## src/hdl/dar_pkg.sv

```systemverilog
// Package for the direction auto-repeat block: widths, register indexes, reset values.
package dar_pkg;

  localparam int unsigned CHANNEL_SLOTS_DEF = 5;
  localparam int unsigned DIRECTIONS_DEF    = 4;

  localparam int unsigned CHAN_W   = 3;
  localparam int unsigned DIR_W    = 2;
  localparam int unsigned STICK_W  = 9;
  localparam int unsigned STICK2_W = 17;
  localparam int unsigned FRAME_W  = 32;
  localparam int unsigned TICKS_W  = 64;
  localparam int unsigned DELAY_W  = 32;
  localparam int unsigned THR_W    = 8;
  localparam int unsigned THR2_W   = 16;

  localparam int unsigned IN_BITS   = CHAN_W + DIR_W + 2 + STICK_W + STICK2_W + FRAME_W + TICKS_W;
  localparam int unsigned IN_DATA_W = ((IN_BITS + 7) / 8) * 8;
  localparam int unsigned OUT_DATA_W = 8;

  localparam int unsigned CFG_ADDR_W = 3;
  localparam int unsigned CFG_DATA_W = 32;

  typedef enum logic [CFG_ADDR_W-1:0] {
    REG_FIRST_DELAY    = 3'd0,
    REG_REPEAT_IVL     = 3'd1,
    REG_PAD_THR        = 3'd2,
    REG_PAD_REL_THR    = 3'd3,
    REG_PAD2_THR       = 3'd4,
    REG_PAD2_REL_THR   = 3'd5
  } cfg_reg_t;

  localparam logic [DELAY_W-1:0] FIRST_DELAY_RST  = 32'd24300000;
  localparam logic [DELAY_W-1:0] REPEAT_IVL_RST   = 32'd8505000;
  localparam logic [THR_W-1:0]   PAD_THR_RST      = 8'd50;
  localparam logic [THR_W-1:0]   PAD_REL_THR_RST  = 8'd35;
  localparam logic [THR2_W-1:0]  PAD2_THR_RST     = 16'd20;
  localparam logic [THR2_W-1:0]  PAD2_REL_THR_RST = 16'd14;
  localparam logic [FRAME_W-1:0] FRAME_RST        = '1;

endpackage

```

## src/hdl/direction_auto_repeat_hysteresis_top.sv

```systemverilog
// Direction auto-repeat with stick hysteresis: top level.
// Path from input transaction to result transaction: input register, then result register; a
// stalled output holds the result register and, behind it, the input register.
// Throughput: one transaction per cycle unless the output stalls; each new-frame request does
// one read-modify-write of its slot/direction entry in a flop-based state file.
// Reset (rst_n low, synchronous): state entries cleared, answered frames set to all ones,
// configuration registers back to their defaults, both pipeline stages emptied.
module direction_auto_repeat_hysteresis_top #(
  parameter int unsigned CHANNEL_SLOTS = dar_pkg::CHANNEL_SLOTS_DEF,
  parameter int unsigned DIRECTIONS    = dar_pkg::DIRECTIONS_DEF
) (
  input  logic                              clk,
  input  logic                              rst_n,
  // in_tdata, low bit up: channel_slot[3], direction[2], pressed_edge[1], button_held[1],
  //   stick_push[9], pad2_stick_push[17], frame_number[32], now_ticks[64], zero fill
  input  logic                              in_tvalid,
  output logic                              in_tready,
  input  logic [dar_pkg::IN_DATA_W-1:0]     in_tdata,
  // out_tdata, low bit up: step[1], zero fill
  output logic                              out_tvalid,
  input  logic                              out_tready,
  output logic [dar_pkg::OUT_DATA_W-1:0]    out_tdata,
  input  logic                              cfg_we,
  input  logic [dar_pkg::CFG_ADDR_W-1:0]    cfg_addr,
  input  logic [dar_pkg::CFG_DATA_W-1:0]    cfg_wdata
);

  localparam int unsigned ENTRIES = CHANNEL_SLOTS * DIRECTIONS;
  localparam int unsigned IDX_W   = (ENTRIES > 1) ? $clog2(ENTRIES) : 1;

  // configuration
  logic [dar_pkg::DELAY_W-1:0] first_delay_r, repeat_ivl_r;
  logic [dar_pkg::THR_W-1:0]   pad_thr_r, pad_rel_thr_r;
  logic [dar_pkg::THR2_W-1:0]  pad2_thr_r, pad2_rel_thr_r;

  always_ff @(posedge clk) begin
    if (!rst_n) begin
      first_delay_r  <= dar_pkg::FIRST_DELAY_RST;
      repeat_ivl_r   <= dar_pkg::REPEAT_IVL_RST;
      pad_thr_r      <= dar_pkg::PAD_THR_RST;
      pad_rel_thr_r  <= dar_pkg::PAD_REL_THR_RST;
      pad2_thr_r     <= dar_pkg::PAD2_THR_RST;
      pad2_rel_thr_r <= dar_pkg::PAD2_REL_THR_RST;
    end else if (cfg_we) begin
      case (dar_pkg::cfg_reg_t'(cfg_addr))
        dar_pkg::REG_FIRST_DELAY:  first_delay_r  <= cfg_wdata;
        dar_pkg::REG_REPEAT_IVL:   repeat_ivl_r   <= cfg_wdata;
        dar_pkg::REG_PAD_THR:      pad_thr_r      <= cfg_wdata[dar_pkg::THR_W-1:0];
        dar_pkg::REG_PAD_REL_THR:  pad_rel_thr_r  <= cfg_wdata[dar_pkg::THR_W-1:0];
        dar_pkg::REG_PAD2_THR:     pad2_thr_r     <= cfg_wdata[dar_pkg::THR2_W-1:0];
        dar_pkg::REG_PAD2_REL_THR: pad2_rel_thr_r <= cfg_wdata[dar_pkg::THR2_W-1:0];
        default: ;
      endcase
    end
  end

  // input register
  logic                          s1_valid_r;
  logic [IDX_W-1:0]              s1_idx_r;
  logic                          s1_pressed_r, s1_held_r;
  logic signed [dar_pkg::STICK_W-1:0]  s1_stick_r;
  logic signed [dar_pkg::STICK2_W-1:0] s1_stick2_r;
  logic [dar_pkg::FRAME_W-1:0]   s1_frame_r;
  logic [dar_pkg::TICKS_W-1:0]   s1_now_r;

  logic out_valid_r, out_step_r;
  logic advance, in_fire, s1_fire;

  assign advance   = !out_valid_r || out_tready;
  assign in_tready = !s1_valid_r || advance;
  assign in_fire   = in_tvalid && in_tready;
  assign s1_fire   = s1_valid_r && advance;

  // entry index from the incoming transaction
  logic [dar_pkg::CHAN_W-1:0] in_chan;
  logic [dar_pkg::DIR_W-1:0]  in_dir;
  logic [7:0] slot8, dir8, idx8;

  assign in_chan = in_tdata[2:0];
  assign in_dir  = in_tdata[4:3];

  always_comb begin
    slot8 = ({5'd0, in_chan} < 8'(CHANNEL_SLOTS - 1)) ? {5'd0, in_chan} : 8'(CHANNEL_SLOTS - 1);
    dir8  = ({6'd0, in_dir} >= 8'(DIRECTIONS)) ? 8'(DIRECTIONS - 1) : {6'd0, in_dir};
    idx8  = 8'(slot8 * 8'(DIRECTIONS)) + dir8;
  end

  always_ff @(posedge clk) begin
    if (!rst_n) begin
      s1_valid_r <= 1'b0;
    end else if (in_tready) begin
      s1_valid_r <= in_tvalid;
    end
  end

  always_ff @(posedge clk) begin
    if (in_fire) begin
      s1_idx_r     <= idx8[IDX_W-1:0];
      s1_pressed_r <= in_tdata[5];
      s1_held_r    <= in_tdata[6];
      s1_stick_r   <= in_tdata[15:7];
      s1_stick2_r  <= in_tdata[32:16];
      s1_frame_r   <= in_tdata[64:33];
      s1_now_r     <= in_tdata[128:65];
    end
  end

  // per-entry state
  logic                        hold_r       [ENTRIES];
  logic                        stick_hold_r [ENTRIES];
  logic [dar_pkg::TICKS_W-1:0] due_r        [ENTRIES];
  logic [dar_pkg::FRAME_W-1:0] frame_r      [ENTRIES];
  logic                        cached_r     [ENTRIES];

  logic                        cur_hold, cur_stick_hold, cur_cached, hit;
  logic [dar_pkg::TICKS_W-1:0] cur_due;
  logic signed [dar_pkg::THR_W+1:0]  line;
  logic signed [dar_pkg::THR2_W+1:0] line2;
  logic by_stick, step_nxt, due_we, hold_nxt, stick_hold_nxt;
  logic [dar_pkg::TICKS_W-1:0] due_nxt;

  always_comb begin
    cur_hold       = hold_r[s1_idx_r];
    cur_stick_hold = stick_hold_r[s1_idx_r];
    cur_due        = due_r[s1_idx_r];
    cur_cached     = cached_r[s1_idx_r];
    hit            = (frame_r[s1_idx_r] == s1_frame_r);

    line  = $signed({2'b00, (cur_stick_hold ? pad_rel_thr_r : pad_thr_r)});
    line2 = $signed({2'b00, (cur_stick_hold ? pad2_rel_thr_r : pad2_thr_r)});
    by_stick = ($signed({s1_stick_r[dar_pkg::STICK_W-1], s1_stick_r}) > line) ||
               ($signed({s1_stick2_r[dar_pkg::STICK2_W-1], s1_stick2_r}) > line2);

    step_nxt = 1'b0;
    due_we   = 1'b0;
    due_nxt  = s1_now_r + {32'd0, first_delay_r};
    priority if (s1_pressed_r) begin
      step_nxt = 1'b1;
      due_we   = 1'b1;
    end else if (s1_held_r || by_stick) begin
      if (!cur_hold) begin
        step_nxt = 1'b1;
        due_we   = 1'b1;
      end else if (s1_now_r >= cur_due) begin
        step_nxt = 1'b1;
        due_we   = 1'b1;
        due_nxt  = s1_now_r + {32'd0, repeat_ivl_r};
      end
    end else begin
      step_nxt = 1'b0;
    end
    hold_nxt       = s1_pressed_r || s1_held_r || by_stick;
    stick_hold_nxt = by_stick && !s1_held_r && !s1_pressed_r;
  end

  always_ff @(posedge clk) begin
    if (!rst_n) begin
      for (int i = 0; i < ENTRIES; i++) begin
        hold_r[i]       <= 1'b0;
        stick_hold_r[i] <= 1'b0;
        due_r[i]        <= '0;
        frame_r[i]      <= dar_pkg::FRAME_RST;
        cached_r[i]     <= 1'b0;
      end
    end else if (s1_fire && !hit) begin
      hold_r[s1_idx_r]       <= hold_nxt;
      stick_hold_r[s1_idx_r] <= stick_hold_nxt;
      frame_r[s1_idx_r]      <= s1_frame_r;
      cached_r[s1_idx_r]     <= step_nxt;
      if (due_we) begin
        due_r[s1_idx_r] <= due_nxt;
      end
    end
  end

  // result register
  always_ff @(posedge clk) begin
    if (!rst_n) begin
      out_valid_r <= 1'b0;
    end else if (advance) begin
      out_valid_r <= s1_valid_r;
    end
  end

  always_ff @(posedge clk) begin
    if (s1_fire) begin
      out_step_r <= hit ? cur_cached : step_nxt;
    end
  end

  assign out_tvalid = out_valid_r;
  assign out_tdata  = {{(dar_pkg::OUT_DATA_W-1){1'b0}}, out_step_r};

  // checks
  a_press_steps: assert property (@(posedge clk) disable iff (!rst_n)
    s1_fire && !hit && s1_pressed_r |=> out_step_r)
    else $error("new press did not step");

  a_cache_hit: assert property (@(posedge clk) disable iff (!rst_n)
    s1_fire && hit |=> out_step_r == $past(cur_cached))
    else $error("same-frame request did not return cached answer");

  a_frame_recorded: assert property (@(posedge clk) disable iff (!rst_n)
    s1_fire |=> frame_r[$past(s1_idx_r)] == $past(s1_frame_r))
    else $error("answered frame not recorded");

  a_stall_full: assert property (@(posedge clk) disable iff (!rst_n)
    !in_tready |-> s1_valid_r && out_valid_r && !out_tready)
    else $error("input stalled with room in the pipeline");

  a_stick_hold_excl: assert property (@(posedge clk) disable iff (!rst_n)
    s1_fire && !hit && (s1_held_r || s1_pressed_r) |=> !stick_hold_r[$past(s1_idx_r)])
    else $error("stick hold set while button active");

endmodule

```

## config.mk

```make
export PLATFORM = sky130hd
export DESIGN_NAME = direction_auto_repeat_hysteresis_top
export DESIGN_NICKNAME = d
export VERILOG_FILES = /design/src/hdl/dar_pkg.sv /design/src/hdl/direction_auto_repeat_hysteresis_top.sv
export SDC_FILE = /design/constraint.sdc
export NUM_CORES = 2
export LEC_CHECK = 0
export BUFFER_PORTS_ARGS = -buffer_cell sky130_fd_sc_hd__buf_2
export CORE_ASPECT_RATIO = 0.8
export CORE_MARGIN = 2
export CORE_UTILIZATION = 43
export CTS_CLUSTER_SIZE = 28
export DETAILED_ROUTE_END_ITERATION = 7
export PLACE_DENSITY = 0.63
export SYNTH_ARGS = -nofsm -noshare
export SYNTH_HDL_FRONTEND = slang
export SYNTH_SLANG_ARGS = --single-unit
```

## constraint.sdc

```tcl
create_clock -name clk -period 12.25 [get_ports clk]
set_input_delay 1.8375 -clock clk [delete_from_list [all_inputs] [get_ports clk]]
set_output_delay 1.8375 -clock clk [all_outputs]
set_load 0.01 [all_outputs]
```

==> metrics.cfg <==
[outcome]
outcome = complete, no violations

[timing]
rsz0062_at_grt = no
fin_hold_ws_ns = 0.4529
slew_headroom_pct = 11.30
final.setup.tns_ns = 0
finalHoldViolations = 0
maxSlewViolCount = 0
max_freq_mhz = 107.1
period_share_pct = 76.21
finClkSkew_ns = 0.09271
setup_viol = 0
setup_ws_ns = 2.914
tightest_slew_ns = 1.330
fin_crit_ns = 9.336

[pwr]
power_mw = 25.89
switching_power_mw = 6.176
p_comb_share_pct = 8.9
peakVddDrop_v = 0.0001114
switching_share_pct = 23.86
p_per_area_mw_per_mm2 = 157.9
seq_power_share_pct = 50.9
pwr-share-clk_pct = 40.2
leakagePower_nw = 53.00
internal-power_mw = 19.71

[drt]
first_iter_violations = 12180
vias_per_cell = 6.236
drt_pre_antenna_iters = 8
drt_wl_total_um = 440000
antenna_left = 0
drcViolationCount = 0
vias = 87990
wire_per_inst_um = 31.18

[layout]
design_area_sq_mm = 0.1639
syn_to_final_growth_pct = 11.69
final_layout_size_suffix_gt1_share_pct = 20.41
postLayoutCoreUtil_pct = 48.34
final_nets = 9624
final_cells = 14110

[floorplan]
fp.dieArea_sq_mm = 0.3460
start_util_pct = 43.28
core_area_sq_mm = 0.3391
pin_count = 186
die_h_um = 526.5
num_rows = 191
die_x_um = 657.2

[yosys]
synth_area_sq_mm = 0.1468
syn_inst = 9282
yosysMostFrequentCell = edfxtp_1
syn_area_per_cell_sq_um = 15.81
seq_area_frac_synth_pct = 68.69
netlist_top_cells_count = edfxtp_1, nand2_1, nor2_1
synth_top_cell_by_area = edfxtp_1
synth-main-ff-cell = edfxtp_1
synth-edff-count = 3238
synth.area.top_cells = edfxtp_1, mux4_2, a21oi_1
yosys.area.top_type_share_pct = 66.25
ys.warnings.count = 0
synth-async-reset-ratio_pct = 0
ys_seq_elements = 3417
ys_types = 81

[placed_design]
portBuffers = 171
post-place-ws_ns = 3.182
dp_hpwl_um = 239100
dp_cells = 13490
gp_congestion = 0.8544
dpl_cell_area_sq_mm = 0.1530

[global_routing]
antenna_found_initial = 11
grt_overflow_total = 0
grt_max_degree = 174
track_usage_pct = 24.92
grt_pass1_vias = 86430
grt_pass1_wl_um = 623900

[clocking]
holdBufCountCts = 0
root_buffer = clkbuf_16
clock_latency_ns = 0.97
clockBufferDepth = 4
ctsResizeCount = 0
clock_sink_count = 3417
cts_buffers = 342
htree_levels = 5
postCtsSetupRepairBufs = 0
cts_tree = yes
path_clk_slew_ns = 0.06

[critical_path]
cp_slowest_stage_delay_ns = 1.01
reg2reg_slack_ns = 2.91
cpLargestDelayFamily = buffers and inverters
critPathMaxFanout = 91
crit_slowest_cell = dfxtp_4
cp-end-kind = flop
cp_cell_sequence = buf_12, buf_4, mux4_2, mux4_2, mux2i_1, ha_1, a21oi_1, o21ai_0, a221o_1, a2111o_1, a21oi_1, o211ai_1, o211ai_1, buf_4, mux2i_4, buf_4, or4_1, nand2_1
crit_required_ns = 12.78
start_kind = flop
cp.arrival_ns = 9.87
crit_top_cell = buf_4
cp_num_buf_inv = 4
crit_type = flop to flop

[worst_hold_path]
min_path_type = flop to flop

[run]
cap_violations = 0

==> metal layers <==
| metal | vias up | share of wire, % | GRT usage (%) |
|---|---|---|---|
| met1 | 45720 | 38 | 34.54 |
| met4 | 10 | 4.1 | 9.056 |
| met3 | 932 | 11 | 4.559 |
| met2 | 5409 | 47 | 39.58 |
| met5 | - | 0.025 | 0 |
| li1 | 35930 | - | - |
==> sequential cells by signal, indices dropped and copies added, names as in the netlist, named ones only <==
signal,count
due_r,2048
frame_r,1024
s1_now_r,64
cached_r,32
first_delay_r,32
hold_r,32
repeat_ivl_r,32
s1_frame_r,32
stick_hold_r,32
s1_stick2_r,17
pad2_rel_thr_r,16
pad2_thr_r,16
s1_stick_r,9
pad_rel_thr_r,8
pad_thr_r,8
s1_idx_r,5
out_step_r,1
out_tvalid,1
s1_held_r,1
s1_pressed_r,1
s1_valid_r,1
==> cell usage in the layout, fill, tap and decap left out, types with 62 or more instances in the layout <==
master | synthesis | final
dfxtp_1 | 179 | 174
mux4_2 | 872 | 872
clkinv_1 | 1 | 69
nor2_1 | 876 | 862
edfxtp_1 | 3238 | 3238
ha_1 | 152 | 152
nand2_1 | 1060 | 1034
buf_4 | 48 | 246
clkbuf_1 | 483 | 82
a21oi_1 | 833 | 827
buf_2 | 161 | 170
a22oi_1 | 72 | 72
inv_1 | 65 | 62
mux2i_1 | 279 | 269
nand3_1 | 104 | 93
clkbuf_16 | 0 | 350
==> worst min-delay path, stage by stage (launching register included) <==
cell and delay (ns):
dfxtp_1 0.30, nand2_1 0.05, a21oi_1 0.05
==> worst paths after layout <==
kind | endpoint | startpoint | depth (start not counted)
worst max-delay path | due_r[30][59] | flop | 18
worst min-delay path | pad2_rel_thr_r[10] | pad2_rel_thr_r[10] | 2
worst max register to register | due_r[30][59] | flop | 18
worst min register to register | pad2_rel_thr_r[10] | pad2_rel_thr_r[10] | 2
==> layout make-up <==
type	count	area (sq um)
inverters	66	261.5
repair buffers	435	3069
clock inverters	185	1804
multi-input cells	5032	43170
clock buffers	435	9095
fillers	28200	175200
flip-flops and latches	3417	100800
well taps	4535	5674
diodes	6	15.01
==> cells by family after synthesis <==
family,share of synthesized area (%)
flops,68.69
simple gates,6.765
compound gates,4.939
mux,15.45
buf+inv,2.442
fa+ha+maj,1.323
xor+xnor,0.3819
other cells,0.002555
==> power by group through the flow <==
stage / Combinational (mW) / Clock [mW] / Sequential, mW
6_report: 2.30 / 10.4 / 13.2
5_1_grt: 2.42 / 10.9 / 13.2
4_1_cts: 2.29 / 10.5 / 13.2
3_5_place_dp: 2.28 / 0 / 13.4
3_3_place_gp: 2.25 / 0 / 13.4
2_1_floorplan: 1.47 / 0 / 13.3
Power figures use the tool's default switching activity.
